--- src/ple_pkg.sv ---
// Package for the positional list engine: beat structs, action and status codes,
// and the per-cell control bundle. Used by every module under src.
// No dependencies.
package ple_pkg;

  localparam int unsigned DEPTH_DEF = 16;
  localparam int unsigned POS_W     = 8;
  localparam int unsigned WORD_W    = 32;
  localparam int unsigned ACT_W     = 3;
  localparam int unsigned STAT_W    = 2;

  typedef enum logic [ACT_W-1:0] {
    ACT_INS_FRONT = 3'd0,
    ACT_INS_AT    = 3'd1,
    ACT_LIST      = 3'd2,
    ACT_WRITE_AT  = 3'd3,
    ACT_DELETE_AT = 3'd4,
    ACT_CLEAR     = 3'd5
  } action_t;

  typedef enum logic [STAT_W-1:0] {
    STAT_OK     = 2'd0,
    STAT_BADPOS = 2'd1,
    STAT_FULL   = 2'd2,
    STAT_EMPTY  = 2'd3
  } status_t;

  typedef struct packed {
    logic [ACT_W-1:0]         action;
    logic signed [WORD_W-1:0] value;
    logic [POS_W-1:0]         position;
  } in_item_t;

  typedef struct packed {
    logic [STAT_W-1:0]        status;
    logic signed [WORD_W-1:0] item_value;
    logic [POS_W-1:0]         item_index;
    logic [POS_W-1:0]         item_count;
    logic                     last;
  } out_item_t;

  // What every cell of the chain does in a cycle.
  typedef enum logic [2:0] {
    OP_HOLD   = 3'd0,
    OP_INSERT = 3'd1,
    OP_DELETE = 3'd2,
    OP_WRITE  = 3'd3,
    OP_ROTATE = 3'd4
  } cell_op_t;

  typedef struct packed {
    cell_op_t                 op;
    logic [POS_W-1:0]         slot;
    logic [POS_W-1:0]         tail;
    logic signed [WORD_W-1:0] word;
  } cell_ctl_t;

endpackage

--- src/ple_cell.sv ---
// One storage cell of the list chain: holds one word and trades it with its
// neighbors under the shared control bundle. Depends on ple_pkg.
module ple_cell #(
  parameter int unsigned IDX = 0
) (
  input  logic                              clk,
  input  ple_pkg::cell_ctl_t                ctl,
  input  logic signed [ple_pkg::WORD_W-1:0] left_i,
  input  logic signed [ple_pkg::WORD_W-1:0] right_i,
  input  logic signed [ple_pkg::WORD_W-1:0] head_i,
  output logic signed [ple_pkg::WORD_W-1:0] data_o
);

  localparam logic [ple_pkg::POS_W-1:0] MY_IDX = ple_pkg::POS_W'(IDX);

  logic signed [ple_pkg::WORD_W-1:0] data_r;
  logic signed [ple_pkg::WORD_W-1:0] data_nxt;

  always_comb begin
    data_nxt = data_r;
    case (ctl.op)
      ple_pkg::OP_INSERT: begin
        if (MY_IDX > ctl.slot) begin
          data_nxt = left_i;
        end else if (MY_IDX == ctl.slot) begin
          data_nxt = ctl.word;
        end
      end
      ple_pkg::OP_DELETE: begin
        if (MY_IDX >= ctl.slot) begin
          data_nxt = right_i;
        end
      end
      ple_pkg::OP_WRITE: begin
        if (MY_IDX == ctl.slot) begin
          data_nxt = ctl.word;
        end
      end
      ple_pkg::OP_ROTATE: begin
        // wrap the head to the tail so the list is whole again after one pass
        if (MY_IDX == ctl.tail) begin
          data_nxt = head_i;
        end else if (MY_IDX < ctl.tail) begin
          data_nxt = right_i;
        end
      end
      default: data_nxt = data_r;
    endcase
  end

  always_ff @(posedge clk) begin
    data_r <= data_nxt;
  end

  assign data_o = data_r;

endmodule

--- src/positional_list_engine.sv ---
// Top level of the positional list engine: sequencer, count and output
// register around a chain of ple_cell. Depends on ple_pkg and ple_cell.
//
// Use: one input beat on in_valid/in_ready carries an action, a value and a
// one-based position. Results leave on out_valid/out_ready, one beat each,
// with last set on the final beat caused by an input.
// A valid insert, overwrite or delete updates the cell chain at the accepting edge;
// these, clear and unused codes present one status beat in the next cycle, so
// such actions run at one item per cycle while the receiver keeps up.
// List rotates the chain by one cell per cycle while the receiver keeps up and
// streams the head cell, N beats for N elements, from the list state entered
// at acceptance; no new item is taken until the last beat is registered.
// An empty list answers with one beat of status empty.
// Reset (rst_n low at a clock edge) empties the list and drops any pending
// beat; cell contents are not cleared, only the count.
// A stalled receiver holds the output register; the chain then holds too
// and input is not accepted until the beat is taken.
module positional_list_engine #(
  parameter int unsigned DEPTH = ple_pkg::DEPTH_DEF
) (
  input  logic               clk,
  input  logic               rst_n,
  input  logic               in_valid,
  output logic               in_ready,
  input  ple_pkg::in_item_t  in_data,
  output logic               out_valid,
  input  logic               out_ready,
  output ple_pkg::out_item_t out_data
);

  localparam int unsigned CW = $clog2(DEPTH + 1);
  localparam int unsigned PW = ple_pkg::POS_W;

  typedef enum logic [1:0] {
    S_IDLE = 2'b01,
    S_LIST = 2'b10
  } state_t;

  state_t             state_r, state_nxt;
  logic [CW-1:0]      cnt_r, cnt_nxt;
  logic [CW-1:0]      k_r, k_nxt;
  logic [CW-1:0]      k_inc;
  logic               out_valid_r, out_valid_nxt;
  ple_pkg::out_item_t out_r, out_nxt;
  ple_pkg::cell_ctl_t ctl;
  logic               in_fire, out_free, full;
  logic [PW:0]        pos_w, cnt_w;
  logic signed [ple_pkg::WORD_W-1:0] cell_q [DEPTH];

  assign out_free = !out_valid_r || out_ready;
  assign in_ready = (state_r == S_IDLE) && out_free;
  assign in_fire  = in_valid && in_ready;
  assign full     = (cnt_r == CW'(DEPTH));
  assign pos_w    = {1'b0, in_data.position};
  assign cnt_w    = (PW + 1)'(cnt_r);
  assign k_inc    = k_r + 1'b1;

  always_comb begin
    state_nxt     = state_r;
    cnt_nxt       = cnt_r;
    k_nxt         = k_r;
    out_valid_nxt = out_valid_r && !out_ready;
    out_nxt       = out_r;
    ctl.op        = ple_pkg::OP_HOLD;
    ctl.slot      = in_data.position - 1'b1;
    ctl.tail      = PW'(cnt_r) - 1'b1;
    ctl.word      = in_data.value;

    case (state_r)
      S_IDLE: begin
        if (in_fire) begin
          out_nxt.status     = ple_pkg::STAT_OK;
          out_nxt.item_value = '0;
          out_nxt.item_index = '0;
          out_nxt.last       = 1'b1;
          out_valid_nxt      = 1'b1;
          case (in_data.action)
            ple_pkg::ACT_INS_FRONT: begin
              if (full) begin
                out_nxt.status = ple_pkg::STAT_FULL;
              end else begin
                ctl.op   = ple_pkg::OP_INSERT;
                ctl.slot = '0;
                cnt_nxt  = cnt_r + 1'b1;
              end
            end
            ple_pkg::ACT_INS_AT: begin
              if (full) begin
                out_nxt.status = ple_pkg::STAT_FULL;
              end else if (pos_w == '0 || pos_w > cnt_w + 1'b1) begin
                out_nxt.status = ple_pkg::STAT_BADPOS;
              end else begin
                ctl.op  = ple_pkg::OP_INSERT;
                cnt_nxt = cnt_r + 1'b1;
              end
            end
            ple_pkg::ACT_LIST: begin
              if (cnt_r == '0) begin
                out_nxt.status = ple_pkg::STAT_EMPTY;
              end else begin
                // hold the beat back; the list state streams the elements
                out_valid_nxt = 1'b0;
                k_nxt         = '0;
                state_nxt     = S_LIST;
              end
            end
            ple_pkg::ACT_WRITE_AT: begin
              if (pos_w == '0 || pos_w > cnt_w) begin
                out_nxt.status = ple_pkg::STAT_BADPOS;
              end else begin
                ctl.op = ple_pkg::OP_WRITE;
              end
            end
            ple_pkg::ACT_DELETE_AT: begin
              if (pos_w == '0 || pos_w > cnt_w) begin
                out_nxt.status = ple_pkg::STAT_BADPOS;
              end else begin
                ctl.op  = ple_pkg::OP_DELETE;
                cnt_nxt = cnt_r - 1'b1;
              end
            end
            ple_pkg::ACT_CLEAR: begin
              cnt_nxt = '0;
            end
            default: ;
          endcase
          out_nxt.item_count = PW'(cnt_nxt);
        end
      end
      S_LIST: begin
        if (out_free) begin
          ctl.op             = ple_pkg::OP_ROTATE;
          out_valid_nxt      = 1'b1;
          out_nxt.status     = ple_pkg::STAT_OK;
          out_nxt.item_value = cell_q[0];
          out_nxt.item_index = PW'(k_inc);
          out_nxt.item_count = PW'(cnt_r);
          out_nxt.last       = (k_inc == cnt_r);
          k_nxt              = k_inc;
          if (k_inc == cnt_r) begin
            state_nxt = S_IDLE;
          end
        end
      end
      default: state_nxt = S_IDLE;
    endcase
  end

  always_ff @(posedge clk) begin
    if (!rst_n) begin
      state_r     <= S_IDLE;
      cnt_r       <= '0;
      k_r         <= '0;
      out_valid_r <= 1'b0;
    end else begin
      state_r     <= state_nxt;
      cnt_r       <= cnt_nxt;
      k_r         <= k_nxt;
      out_valid_r <= out_valid_nxt;
    end
  end

  always_ff @(posedge clk) begin
    out_r <= out_nxt;
  end

  genvar gi;
  generate
    for (gi = 0; gi < DEPTH; gi++) begin : g_cell
      logic signed [ple_pkg::WORD_W-1:0] left_d, right_d;
      if (gi == 0) begin : g_first
        assign left_d = cell_q[0];
      end else begin : g_mid_l
        assign left_d = cell_q[gi-1];
      end
      if (gi == DEPTH - 1) begin : g_last
        assign right_d = cell_q[DEPTH-1];
      end else begin : g_mid_r
        assign right_d = cell_q[gi+1];
      end
      ple_cell #(.IDX(gi)) u_cell (
        .clk     (clk),
        .ctl     (ctl),
        .left_i  (left_d),
        .right_i (right_d),
        .head_i  (cell_q[0]),
        .data_o  (cell_q[gi])
      );
    end
  endgenerate

  assign out_valid = out_valid_r;
  assign out_data  = out_r;

endmodule

--- config.mk ---
export PLATFORM = sky130hd
export DESIGN_NAME = positional_list_engine
export DESIGN_NICKNAME = d
export VERILOG_FILES = /design/src/ple_pkg.sv /design/src/ple_cell.sv /design/src/positional_list_engine.sv
export SDC_FILE = /design/constraint.sdc
export NUM_CORES = 2
export LEC_CHECK = 0
export ABC_CLOCK_PERIOD_IN_PS = 14100
export BUFFER_PORTS_ARGS = -buffer_cell sky130_fd_sc_hd__buf_4
export CAP_MARGIN = 20
export CELL_PAD_IN_SITES_DETAIL_PLACEMENT = 1
export CELL_PAD_IN_SITES_GLOBAL_PLACEMENT = 1
export CORE_MARGIN = 4
export CORE_UTILIZATION = 30
export DETAILED_ROUTE_END_ITERATION = 10
export PLACE_DENSITY_LB_ADDON = 0.3
export SLEW_MARGIN = 0
export SYNTH_ARGS = -nofsm -noshare
export SYNTH_HDL_FRONTEND = slang
export SYNTH_SLANG_ARGS = --single-unit
--- constraint.sdc ---
create_clock -name clk -period 14.1 [get_ports clk]
set_input_delay 2.115 -clock clk [delete_from_list [all_inputs] [get_ports clk]]
set_output_delay 2.115 -clock clk [all_outputs]
set_load 0.005 [all_outputs]
==> impl_results.md <==
* Antenna diodes at 0
* Post-place instance area at 42200 sq um
* Final Hold Viols at 0
* Die height at 374 um
* Post-synthesis instance total at 4146
* Clock skew at 23.5 ps
* Clock buffer depth at 3
* Nets at 3984
* Drt drc at 0
* CTS Sinks at 570
* Num CTS Buffers at 75
* Share of cells above drive strength 1 at 11.6%
* Setup TNS at 0 ps
* Worst-Margin Slew at 1160 ps
* Die area at 140000 sq um
* CTS root buf: clkbuf_16
* Final Slew Violations at 0
* Avg Inst Size Synth at 9.68 sq um
* Number of synthesis warnings at 0
* CP Launch Type: primary input
* Clock-pin slew on the worst setup and hold paths at 60 ps
* DRT Pass-1 Iters at 5
* Most frequent cell after synthesis: nand2_1
* Number of enable-type register cells in the synthesized netlist at 557
* Final period util at 43.9%
* Hold Path Cell Cnt at 2
* Post-synthesis async set-or-reset flop share at 0%
* Core area at 132000 sq um
* Final ANT Viol Nets at 0
* Post-route setup slack at 7900 ps
* Post-synthesis sequential area ratio at 42.3%
* Worst hold path class: flip-flop to flip-flop
* Share of the synthesized area in the top cell type at 41.7%
* Rows at 133
* Layout area overhead at 10.9%
* Initial core utilization at 30.4%
* Cell taking the most area after synthesis: edfxtp_1
* Vias at 35600
* Setup WS pre-CTS at 7230 ps
* Max VDD drop at 0.0818 mV
* First-pass GRT wire length at 247 mm
* Fillers at 14900
* Max Freq at 161 MHz
* R2r setup slk at 8320 ps
* RSZ-0062 raised after global routing: no
* Die W at 374 um
* CP arrival at 6560 ps
* Cell Area, Synth at 40100 sq um
* Final min period at 6200 ps
* Worst rel slew slack at 22.8%
* Synth cell count leaders: nand2_1, edfxtp_1, mux2i_1, clkbuf_1, a22oi_1
* Number of global-route vias before repair at 36100
* CP Max Fanout at 33
* GP Congestion at 0.814
* Leakage at 14.5 nW
* Largest net degree at the start of global routing at 174
* Maxcap violations at 0
* # hold bufs at CTS at 0
* Final WL at 165 mm
* Grt ovf at 0
* Total Routing Usage GR at 22.6%
* Final Cell Area at 44500 sq um
* Routed vias/inst at 6.22
* FF+latch count, synth at 570
* Final Util at 33.7%
* # H-tree levels at 3
* Post-synth cell types at 87
* Path type of the worst setup path: primary input to flip-flop
* DRT iter0 DRCs at 3439
* Port-buffer cells at 93
* DPL Wire Length at 100 mm
* Critical path capture point type: flip-flop
* Setup violators final at 0
* CP required at 14460 ps
* Drt wl/cell at 28.7 um
* Post-CTS Setup Repair Bufs at 0
* Clock latency on the worst-skew pair at 670 ps
* Main synth FF type: edfxtp_1
* Io pins at 100
* PwrDens at 134 nW/um^2
* Total Power at 5.94 mW
* Initial antenna violation count at 2
* Top post-synthesis cells by area: edfxtp_1, mux2i_1, nand2_1
* TritonCTS clock tree: done
* Status: complete, no violations
* Post-CTS Resized at 0
* Reg2Reg Depth at 13
==> worst max-delay path: stages <==
cell and delay (ps):
buf_4 130, inv_1 130, ha_1 320, nor4b_1 200
or4_1 450, nor4_2 840, o21a_2 810, buf_4 640
nor2_2 210, buf_4 310, a22oi_1 220, o21ai_0 100
==> report_power, final <==
group          switching [mW]  leakage [nW]  internal, mW  total, mW
Clock                   0.823          1.10          1.04       1.87
Sequential              0.164          5.18          2.26       2.42
Combinational            1.04          8.24         0.616       1.66
Total                    2.03          14.5          3.92       5.94
==> routing by layer <==
layer | GRT usage, % | vias up | routed length [um]
li1 | - | 15700 | -
met1 | 32.3 | 18400 | 75300
met2 | 35.4 | 1360 | 73400
met3 | 3.11 | 244 | 10100
met4 | 7.29 | 2 | 5690
met5 | 0 | - | 13
==> stage by stage <==
stage / hold slack [ps] / instances
2_1_floorplan: 471 / 4151
3_3_place_gp: 505 / 5593
3_5_place_dp: 525 / 5594
4_1_cts: 541 / 5724
5_1_grt: 587 / 5725
6_report: 533 / 5725
==> registers in the layout, indices dropped and copies added, names as in the netlist <==
name                  flops
k_r                       5
g_cell.u_cell.data_o    512
out_data                 45
state_r                   2
cnt_r                     5
out_valid                 1
==> cells in the final DEF, fill, tap and decap left out, types with 67 or more instances in the layout <==
master	n
o2111ai_1	97
o2bb2ai_1	97
edfxtp_1	557
a221o_1	95
a211o_1	130
mux2_2	67
buf_4	194
a22oi_1	243
o21ai_0	91
o211ai_1	206
nand2_1	669
a21oi_1	115
mux2i_1	418
nor2_1	204
nand3_1	115
clkbuf_16	76
==> final cells by class <==
class | count | area [sq um] | share of cell area [%]
inverters | 17 | 63.8 | 0.143
multi-input cells | 3055 | 21500 | 48.2
clock inverters | 33 | 248 | 0.557
well taps | 1755 | 2200 | 4.93
flip-flops and latches | 570 | 17000 | 38.2
clock buffers | 97 | 2010 | 4.52
repair buffers | 198 | 1540 | 3.47
==> cell families (layout without fill, tap and decap cells) <==
| group | Yosys count | after routing | synth area share, % |
|---|---|---|---|
| and+or+nand+nor | 1154 | 1154 | 12.3 |
| other | 1 | 6 | 0.00934 |
| adders and majority gates | 20 | 20 | 0.623 |
| buffers and inverters | 526 | 345 | 5.72 |
| xor gates and xnor gates | 17 | 17 | 0.371 |
| AOI/OAI and AO/OA | 1373 | 1373 | 26.4 |
| DFF | 570 | 570 | 42.3 |
| muxes | 485 | 485 | 12.3 |
==> final timing paths <==
path / end / from
worst max-delay path: g_cell[15].u_cell.data_o[8] / in_data[0]
worst min-delay path: state_r[0] / state_r[0]
worst max register to register: g_cell[11].u_cell.data_o[0] / cnt_r[1]
worst min register to register: state_r[0] / state_r[0]
No activity file was read; power rests on OpenSTA's default activity.
